<file path="config.mk">
export PLATFORM = sky130hd
export DESIGN_NAME = emergency_stop_latch_unit
export DESIGN_NICKNAME = d
export VERILOG_FILES = /design/src/rtl/esl_pkg.sv /design/src/rtl/esl_cfg.sv /design/src/rtl/esl_core.sv /design/src/rtl/emergency_stop_latch_unit.sv
export SDC_FILE = /design/constraint.sdc
export NUM_CORES = 1
export LEC_CHECK = 0
export ABC_AREA = 1
export BUFFER_PORTS_ARGS = -buffer_cell sky130_fd_sc_hd__buf_2
export CAP_MARGIN = 20
export CORE_MARGIN = 2
export CORE_UTILIZATION = 55
export CTS_BUF_LIST = sky130_fd_sc_hd__clkbuf_8 sky130_fd_sc_hd__clkbuf_16
export CTS_CLUSTER_SIZE = 12
export DETAILED_ROUTE_END_ITERATION = 8
export GPL_ROUTABILITY_DRIVEN = 0
export PLACE_DENSITY_LB_ADDON = 0.25
export SYNTH_ARGS = -nofsm -noshare
export SYNTH_HDL_FRONTEND = slang
export SYNTH_SLANG_ARGS = --single-unit
</file>
<file path="constraint.sdc">
create_clock -name clk -period 3.19 [get_ports clk]
set_input_delay 0.319 -clock clk [delete_from_list [all_inputs] [get_ports clk]]
set_output_delay 0.319 -clock clk [all_outputs]
set_load 0.02 [all_outputs]
</file>
<file path="src/rtl/esl_pkg.sv">
// shared types and constants for the emergency stop latch
`timescale 1ns / 1ps
package esl_pkg;

  localparam int CFG_INDEX_W = 2;
  localparam int CFG_DATA_W  = 16;

  localparam logic [CFG_INDEX_W-1:0] REG_ACTIVE_LEVEL = 2'd0;
  localparam logic [CFG_INDEX_W-1:0] REG_SLOW_PERIOD  = 2'd1;
  localparam logic [CFG_INDEX_W-1:0] REG_FAST_PERIOD  = 2'd2;
  localparam logic [CFG_INDEX_W-1:0] REG_HOLD_PERIOD  = 2'd3;

  localparam logic [1:0] MODE_NORMAL    = 2'd0;
  localparam logic [1:0] MODE_EMERGENCY = 2'd1;
  localparam logic [1:0] MODE_RESETTING = 2'd2;

  localparam logic [15:0] NORMAL_BLINK_RST = 16'd1000;
  localparam logic [15:0] FAST_BLINK_RST   = 16'd100;
  localparam logic [15:0] RESET_HOLD_RST   = 16'd2000;
  localparam logic [15:0] TRIPS_MAX        = 16'hffff;

  typedef struct packed {
    logic        stop_level;
    logic [31:0] time_ms;
  } esl_in_t;

  typedef struct packed {
    logic        led_level;
    logic        buzzer_level;
    logic [1:0]  mode_code;
    logic [15:0] trip_count;
  } esl_out_t;

  typedef struct packed {
    logic        active_level;
    logic [15:0] slow_period;
    logic [15:0] fast_period;
    logic [15:0] hold_period;
  } esl_cfg_t;

endpackage

</file>
<file path="src/rtl/esl_cfg.sv">
// configuration register file
`timescale 1ns / 1ps
module esl_cfg import esl_pkg::*; (
  input  logic                   clk,
  input  logic                   rst,
  input  logic                   cfg_we,
  input  logic [CFG_INDEX_W-1:0] cfg_index,
  input  logic [CFG_DATA_W-1:0]  cfg_data,
  output esl_cfg_t               cfg
);

  always_ff @(posedge clk) begin
    if (rst) begin
      cfg.active_level <= 1'b0;
      cfg.slow_period  <= NORMAL_BLINK_RST;
      cfg.fast_period  <= FAST_BLINK_RST;
      cfg.hold_period  <= RESET_HOLD_RST;
    end else if (cfg_we) begin
      case (cfg_index)
        REG_ACTIVE_LEVEL: cfg.active_level <= cfg_data[0];
        REG_SLOW_PERIOD:  cfg.slow_period  <= cfg_data;
        REG_FAST_PERIOD:  cfg.fast_period  <= cfg_data;
        REG_HOLD_PERIOD:  cfg.hold_period  <= cfg_data;
        default: ;
      endcase
    end
  end

endmodule

</file>
<file path="src/rtl/esl_core.sv">
// mode state machine, blink timer and trip counter
`timescale 1ns / 1ps
module esl_core import esl_pkg::*; (
  input  logic     clk,
  input  logic     rst,
  input  logic     step,
  input  esl_in_t  item,
  input  esl_cfg_t cfg,
  output esl_out_t res
);

  logic [1:0]  mode, mode_next;
  logic [31:0] last_toggle, last_toggle_next;
  logic [31:0] release_start, release_start_next;
  logic        phase, phase_next;
  logic        led, led_next;
  logic        buzzer, buzzer_next;
  logic [15:0] trips, trips_next;

  logic        triggered;
  logic [15:0] interval;
  logic [31:0] blink_elapsed;
  logic [31:0] hold_elapsed;
  logic        blink_due;
  logic        hold_done;

  assign triggered     = (item.stop_level == cfg.active_level);
  assign interval      = (mode == MODE_EMERGENCY) ? cfg.fast_period : cfg.slow_period;
  // wrapping differences, compared unsigned
  assign blink_elapsed = item.time_ms - last_toggle;
  assign hold_elapsed  = item.time_ms - release_start;
  assign blink_due     = (blink_elapsed >= {16'd0, interval});
  assign hold_done     = (hold_elapsed >= {16'd0, cfg.hold_period});

  always_comb begin
    mode_next          = mode;
    last_toggle_next   = last_toggle;
    release_start_next = release_start;
    phase_next         = phase;
    led_next           = led;
    buzzer_next        = buzzer;
    trips_next         = trips;
    case (mode)
      MODE_EMERGENCY: begin
        if (blink_due) begin
          phase_next       = ~phase;
          led_next         = ~phase;
          last_toggle_next = item.time_ms;
        end
        buzzer_next = 1'b1;
        if (!triggered) begin
          mode_next          = MODE_RESETTING;
          release_start_next = item.time_ms;
          led_next           = 1'b1;
          buzzer_next        = 1'b0;
        end
      end
      MODE_RESETTING: begin
        led_next    = 1'b1;
        buzzer_next = 1'b0;
        if (triggered) begin
          mode_next = MODE_EMERGENCY;
        end else if (hold_done) begin
          mode_next  = MODE_NORMAL;
          phase_next = 1'b0;
          led_next   = 1'b0;
        end
      end
      default: begin
        mode_next = MODE_NORMAL;
        if (blink_due) begin
          phase_next       = ~phase;
          led_next         = ~phase;
          last_toggle_next = item.time_ms;
        end
        buzzer_next = 1'b0;
        if (triggered) begin
          if (trips != TRIPS_MAX) begin
            trips_next = trips + 16'd1;
          end
          mode_next = MODE_EMERGENCY;
        end
      end
    endcase
  end

  always_ff @(posedge clk) begin
    if (rst) begin
      mode          <= MODE_NORMAL;
      last_toggle   <= 32'd0;
      release_start <= 32'd0;
      phase         <= 1'b0;
      led           <= 1'b0;
      buzzer        <= 1'b0;
      trips         <= 16'd0;
    end else if (step) begin
      mode          <= mode_next;
      last_toggle   <= last_toggle_next;
      release_start <= release_start_next;
      phase         <= phase_next;
      led           <= led_next;
      buzzer        <= buzzer_next;
      trips         <= trips_next;
    end
  end

  always_comb begin
    res.led_level    = led_next;
    res.buzzer_level = buzzer_next;
    res.mode_code    = mode_next;
    res.trip_count   = trips_next;
  end

endmodule

</file>
<file path="src/rtl/emergency_stop_latch_unit.sv">
// Emergency stop latch top level.
// One input beat is one poll: the sampled stop level and a wrapping
// millisecond timestamp. Every poll yields exactly one result beat with
// the LED and buzzer levels, the mode (0 normal, 1 emergency, 2 resetting)
// and the saturating trip count.
// Both channels use valid/stall; a beat moves when valid is high and
// stall is low. Config registers are written through cfg_we/cfg_index/
// cfg_data and should only change while no poll is in flight.
// A poll is captured in the input register when it is accepted, and its
// result is loaded into the result register, which drives out_item, once
// that register is free.
// Throughput: one poll per cycle while out_stall is low, set by the
// combinational path from the mode/timer state through one wrapping
// subtract and compare back into the state and result registers.
// A stalled result holds; the stall backs up through the input register,
// so in_stall rises only once both stages are full.
// Reset (rst, synchronous) empties both stages, puts the block in normal
// mode with the LED and buzzer off and the trip count at zero, and loads
// the config defaults.
`timescale 1ns / 1ps
module emergency_stop_latch_unit import esl_pkg::*; (
  input  logic                   clk,
  input  logic                   rst,
  input  logic                   in_valid,
  output logic                   in_stall,
  input  esl_in_t                in_item,
  output logic                   out_valid,
  input  logic                   out_stall,
  output esl_out_t               out_item,
  input  logic                   cfg_we,
  input  logic [CFG_INDEX_W-1:0] cfg_index,
  input  logic [CFG_DATA_W-1:0]  cfg_data
);

  esl_cfg_t cfg;
  esl_out_t res;
  esl_in_t  in_reg;
  logic     in_reg_valid;
  logic     out_load;
  logic     in_load;
  logic     step;

  // result register is free when empty or being drained
  assign out_load = !out_valid || !out_stall;
  assign in_load  = !in_reg_valid || out_load;
  assign in_stall = !in_load;
  assign step     = in_reg_valid && out_load;

  esl_cfg u_cfg (
    .clk       (clk),
    .rst       (rst),
    .cfg_we    (cfg_we),
    .cfg_index (cfg_index),
    .cfg_data  (cfg_data),
    .cfg       (cfg)
  );

  esl_core u_core (
    .clk  (clk),
    .rst  (rst),
    .step (step),
    .item (in_reg),
    .cfg  (cfg),
    .res  (res)
  );

  always_ff @(posedge clk) begin
    if (rst) begin
      in_reg_valid <= 1'b0;
    end else if (in_load) begin
      in_reg_valid <= in_valid;
    end
  end

  always_ff @(posedge clk) begin
    if (in_load && in_valid) begin
      in_reg <= in_item;
    end
  end

  always_ff @(posedge clk) begin
    if (rst) begin
      out_valid <= 1'b0;
    end else if (out_load) begin
      out_valid <= in_reg_valid;
    end
  end

  always_ff @(posedge clk) begin
    if (step) begin
      out_item <= res;
    end
  end

endmodule

</file>
* After elaboration in Yosys (flattened, before gate mapping)
Index checks and enable logic that the tools add are counted.
** Operators by class
- Order comparisons :: 2
- Eq/ne operators :: 9
- Divide/modulo/power cells :: 0
- $mul :: 0
- Shift operators :: 0
- Multiplexer cells :: 19
- $add $sub $neg :: 3
- Bitwise gates (word level) :: 3
- Reductions and logical operators :: 18
** Operators with widths (number)
- $ge A32 B16 Y1 :: 2
- $mux W16 :: 4
- $sub A32 B32 Y32 :: 2
- $add A16 B1 Y16 const B :: 1
- $ne A16 B16 Y1 const B :: 1
- $mux W1 :: 10
- $reduce_and A2 Y1 :: 4
- $eq A2 B2 Y1 const B :: 3
- $mux W2 :: 3
- $reduce_and A3 Y1 :: 2
- $eq A2 B1 Y1 const B :: 2
- $logic_not A1 Y1 :: 4
- $pmux W2 S2 :: 1
- $reduce_and A4 Y1 :: 1
- $not A1 Y1 :: 3
- $logic_and A1 B1 Y1 :: 2
- $logic_not A2 Y1 :: 1
- $logic_or A1 B1 Y1 :: 2
- $ne A2 B1 Y1 const B :: 1
- $ne A2 B2 Y1 const B :: 1
- $pmux W1 S2 :: 1
- $reduce_bool A2 Y1 :: 1
- $reduce_or A2 Y1 :: 1
- $eq A1 B1 Y1 :: 1
** Storage, ports and cells
- Output and inout port bits :: 22
- Bits in latches :: 0
- Register bits :: 188
- Memories kept :: 0
- Bits in writable memories :: 0
- Memory bits (read-only) :: 0
- Bits of input ports :: 56

* Logic depth before layout (Yosys ltp)
- Depth after elaboration :: 6
- Gate-level depth with buffers :: 28

* Modules after synthesis
A second synthesis with hierarchy kept.
** Unflattened totals
- Cell total of the unflattened synthesis :: 1863
- Area total of the unflattened synthesis :: 12635.9 um^2
** Modules (own cells, without submodules)
- esl_core :: instances 1, cells an instance 1508, seq. area each 1681.6 um^2, area each 9001.1 um^2
- esl_cfg :: instances 1, cells an instance 290, seq. area each 980.9 um^2, area each 1951.9 um^2
- emergency_stop_latch_unit :: instances 1, cells an instance 65, seq. area each 1631.6 um^2, area each 1682.9 um^2

* Least setup slack after synthesis
No wires, ideal clock.
- Path kind :: reg2reg
- Start point :: reg in_reg[0] (netlist bit)
- End point :: reg u_core.last_toggle[19]
- Path slack :: 0.084 ns
- Library setup time :: 0.120 ns
- Arrival :: 2.986 ns
- Data required time :: 3.070 ns
- Cell stages (with the launch flop) :: 26
- Cell sequence :: edfxtp_1 > inv_1 > ha_1 > fa_1 > inv_1 > nand3_1 > nand3_1 > nand2_1 > nand2_1 > nand2_1 > nand2_1 > xor2_1 > ha_1 > a21oi_1 > nor2_1 > a211oi_1 > nand2_1 > clkinv_1 > nand2_1 > nor2_1 > nand3_1 > nor2_4 > nand2_4 > nand2_8 > buf_4 > a21oi_1
** Between the ends
- Cells in the longest elaborated chain, start to end :: 3
** Ends and longest elaborated chain
- start, declared :: line emergency_stop_latch_unit.sv:37 : esl_in_t in_reg;
- start signal, assigned :: line emergency_stop_latch_unit.sv:77 : in_reg <= in_item;
- $sub A32 B32 Y32 :: line esl_core.sv:30 : assign blink_elapsed = item.time_ms - last_toggle;
- $ge A32 B16 Y1 :: line esl_core.sv:32 : assign blink_due = (blink_elapsed >= {16'd0, interval});
- $reduce_and A3 Y1 (no line)
- end signal, assigned :: line esl_core.sv:98 : last_toggle <= last_toggle_next;
- end, declared :: line esl_core.sv:13 : logic [31:0] last_toggle, last_toggle_next;
No other way between the ends.
A chain may end at the register's enable or synchronous reset.

* Worst setup path in the final report
- Start point :: reg in_reg[1] (netlist bit)
- End point :: reg u_core.phase
** Between the ends
- Cells in the longest elaborated chain, start to end :: 4
- Elaborated cells between the ends (all ways) :: 7
- Those cells by class :: add/sub: 2; order compare: 2; eq/ne: 1; reduce/logical: 2
** Ends and longest elaborated chain
- $sub A32 B32 Y32, on equally long branches :: line esl_core.sv:31, esl_core.sv:30
- $ge A32 B16 Y1, on equally long branches :: line esl_core.sv:33, esl_core.sv:32
- $ne A2 B1 Y1 (no line) / $reduce_bool A2 Y1 (equally long branches)
- $reduce_and A4 Y1 (no line) *
- end signal, assigned :: line esl_core.sv:100 : phase <= phase_next;
- end, declared :: line esl_core.sv:15 : logic phase, phase_next;
Mark *: on every way between the ends. The rest lies on a longest branch, timed or not.

==> run_results.csv <==
group,metric,value,unit
cells_and_area,final_util,0.746,
critical_path,rr_endpoint,"u_core.phase$_SDFFE_PP0P_",
cells_and_area,final_common_cell,"nand2_1",
pwr,power,7.50,mW
clock_tree,cts.sinks,188,
grt,antenna_found_initial,0,
synth,ys_warn_count,0,
clock_tree,worstSkewPairLatency,0.46,ns
synth,syn_area,12700,um^2
critical_path,crit_path_start_kind,"register",
drt,via_per_inst,5.58,
critical_path,r2r_start,"in_reg[1]$_DFFE_PP_",
synth,ys_ff_latch,188,
drt,drt_iter0_drc,1442,
clock_tree,path_clk_slew,0.09,ns
synth,synth_seq_area_share,0.339,
synth,synth_cells,1873,
die,fp-row-count,55,
critical_path,path_buf_inv,3,
clock_tree,cts_root_buf,"clkbuf_16",
grt,grt.overflow.total,0,
clock_tree,cts_tree,"done",
placement,place_hpwl,27900,um
synth,synth.distinct_cells,40,
critical_path,path_class,"reg -> reg",
drt,wl,43700,um
cells_and_area,drive_gt1_frac,0.279,
sta,rsz0062_at_grt,"true",
sta,period_share,1.23,
sta,finalCriticalPeriod,3.91,ns
critical_path,reg2reg_slack,-0.72,ns
critical_path,path_delay_family,"simple AND/OR/NAND/NOR gates",
sta,hold_viol_final,0,
placement,dp_slack,-0.394,ns
critical_path,cp.depth,26,
hold_path,min_path_type,"in -> reg",
critical_path,critical_path.max_stage_delay,0.48,ns
run_status,status,"complete, but fails checks",
clock_tree,cts_inserted_buffers,17,
critical_path,worst_ep_required_time,3.58,ns
clock_tree,cts_max_path_buffers,2,
sta,finalClockSkew,0.0184,ns
synth,synth_ff_type,"dfxtp_1",
die,core_area,22600,um^2
synth,synth-edff-count,53,
die,chipHeight,156,um
synth,synth_nets,2028,
synth,async_reset_ff_frac,0,
drt,ant_nets,0,
placement,placed_area,14700,um^2
critical_path,end_kind,"register",
flow_run,drv_cap,0,
die,start_util,0.560,
placement,dp_cells,2382,
critical_path,crit_arrival,4.30,ns
synth,synth_simple_gate_area_frac,0.273,
clock_tree,h-tree-depth,4,
sta,tightest_slew,0.801,ns
drt,drc,0,
die,dieArea,24300,um^2
synth,synth_top_family_by_area,"simple AND/OR/NAND/NOR gates",
sta,setup_violations,37,
cells_and_area,diodes,0,
grt,grt_max_degree,60,
grt,grt_first_pass_wirelength,62500,um
placement,portBuffers,77,
die,io_pins,78,
critical_path,crit_start,"in_reg[1]$_DFFE_PP_",
pwr,p_per_area,444,nW/um^2
sta,fin_ws,-0.721,ns
grt,grt_pass1_vias,12700,
drt,wl_per_cell,17.6,um
cells_and_area,nets,2339,
synth,synth.mux.area_fraction,0.0118,
run_status,failed_checks,"setup timing",
cells_and_area,finalInstanceArea,16900,um^2
sta,finalMaxSlewViolations,0,
critical_path,crit_end,"u_core.phase$_SDFFE_PP0P_",
grt,grt_usage,0.324,
die,die_w,156,um
sta,max_slew_margin,0.465,
pwr,irDropWorstVdd,0.325,mV
drt,first_pass_iters,6,
critical_path,cpMaxStageDelayCell,"edfxtp_1",
critical_path,reg2regPathDepth,26,
synth,synthAdderAreaFrac,0.0989,
critical_path,cp_max_fo,4,
synth,avgSynthCellArea,6.77,um^2
sta,max_freq,256,MHz
cells_and_area,largest_register_ff_count,49,
cells_and_area,final_cells,2482,
synth,synth-xor-area-share,0.0283,
synth,synth_compound_area_frac,0.132,
drt,vias,13800,
cells_and_area,syn_to_final_growth,33.3,%
pwr,power_leakage,8.30,nW
critical_path,crit_top_cell,"nand2_1",
cells_and_area,layout_common_cells,"nand2_1 (447), inv_1 (317), buf_4 (227)",
==> worst min path at each step <==
stage	start	to	slack, ns	cells past startpoint
after floorplan	in_item[0]	in_reg[0]$_DFFE_PP_	0.42	0
after global placement	u_cfg.cfg[21]$_SDFFE_PP1P_	u_cfg.cfg[21]$_SDFFE_PP1P_	0.44	2
after detailed placement	u_cfg.cfg[38]$_SDFFE_PP1P_	u_cfg.cfg[38]$_SDFFE_PP1P_	0.44	2
after CTS	in_item[1]	in_reg[1]$_DFFE_PP_	0.03	1
after global routing	in_item[4]	in_reg[4]$_DFFE_PP_	0.03	1
final	in_item[4]	in_reg[4]$_DFFE_PP_	0.04	1
==> Yosys cell counts (3+ instances only) <==
cell type / instances / share of area
inv_2: 13 / 0.0039
o21bai_1: 9 / 0.0053
clkinv_1: 4 / 0.0012
o21ai_1: 29 / 0.011
nand2_2: 5 / 0.0025
edfxtp_1: 53 / 0.13
nand3_1: 89 / 0.035
dfxtp_1: 135 / 0.21
nor2_1: 175 / 0.052
xor2_1: 38 / 0.026
a21oi_2: 29 / 0.020
clkbuf_1: 32 / 0.0095
nor4_1: 5 / 0.0025
inv_1: 332 / 0.098
ha_1: 97 / 0.096
o21ai_0: 104 / 0.041
buf_4: 3 / 0.0018
a211oi_1: 6 / 0.0036
nor2_2: 6 / 0.0030
nand3b_1: 6 / 0.0036
mux2i_1: 15 / 0.012
xnor2_1: 3 / 0.0021
a21oi_1: 120 / 0.047
nor3_1: 13 / 0.0051
buf_6: 3 / 0.0027
nand2_1: 511 / 0.15
nand4_1: 21 / 0.010
==> cell type report <==
class / count / area, um^2
sequential: 188 / 4290
fill: 1529 / 5750
inverter: 349 / 1320
timing repair buffer: 330 / 2410
clock inverter: 15 / 193
clock buffer: 17 / 425
multi-input combinational: 1298 / 7900
tap: 285 / 357
==> power by group <==
part | internal, mW | switching (mW)
registers | 2.59 | 0.0769
clock network | 1.13 | 1.13
logic | 1.07 | 1.49
==> what timing repair did <==
action / in CTS / in global routing
resized for setup: 139 / 111
hold buffers: 0 / 0
setup buffers: 47 / 21
setup endpoints to repair: 37 / 37
pin swaps: 39 / 45
cloned: 0 / 0
==> cells by family (layout without fill, tap and decap cells) <==
family	after synthesis	after routing
AO/OA/AOI/OAI	303	303
multiplexers	15	15
flip-flops	188	188
adder cells (fa/ha/maj)	99	99
XOR/XNOR	41	41
AND/OR/NAND/NOR	840	840
buffers and inverters	387	711
==> routing by layer <==
metal / GRT usage / part of all wire
met4: 0.167 / 0.071
met1: 0.399 / 0.39
met2: 0.553 / 0.46
met3: 0.0483 / 0.080
met5: 0 / 0
==> through the flow <==
stage | hold WS (ns) | TNS (ns)
after floorplan | 0.418 | 0
after global placement | 0.437 | -8.38
after detailed placement | 0.445 | -10.52
after CTS | 0.0303 | -4.54
after global routing | 0.0265 | -19.61
final | 0.0367 | -15.22
(Power assumes the default switching activity.)
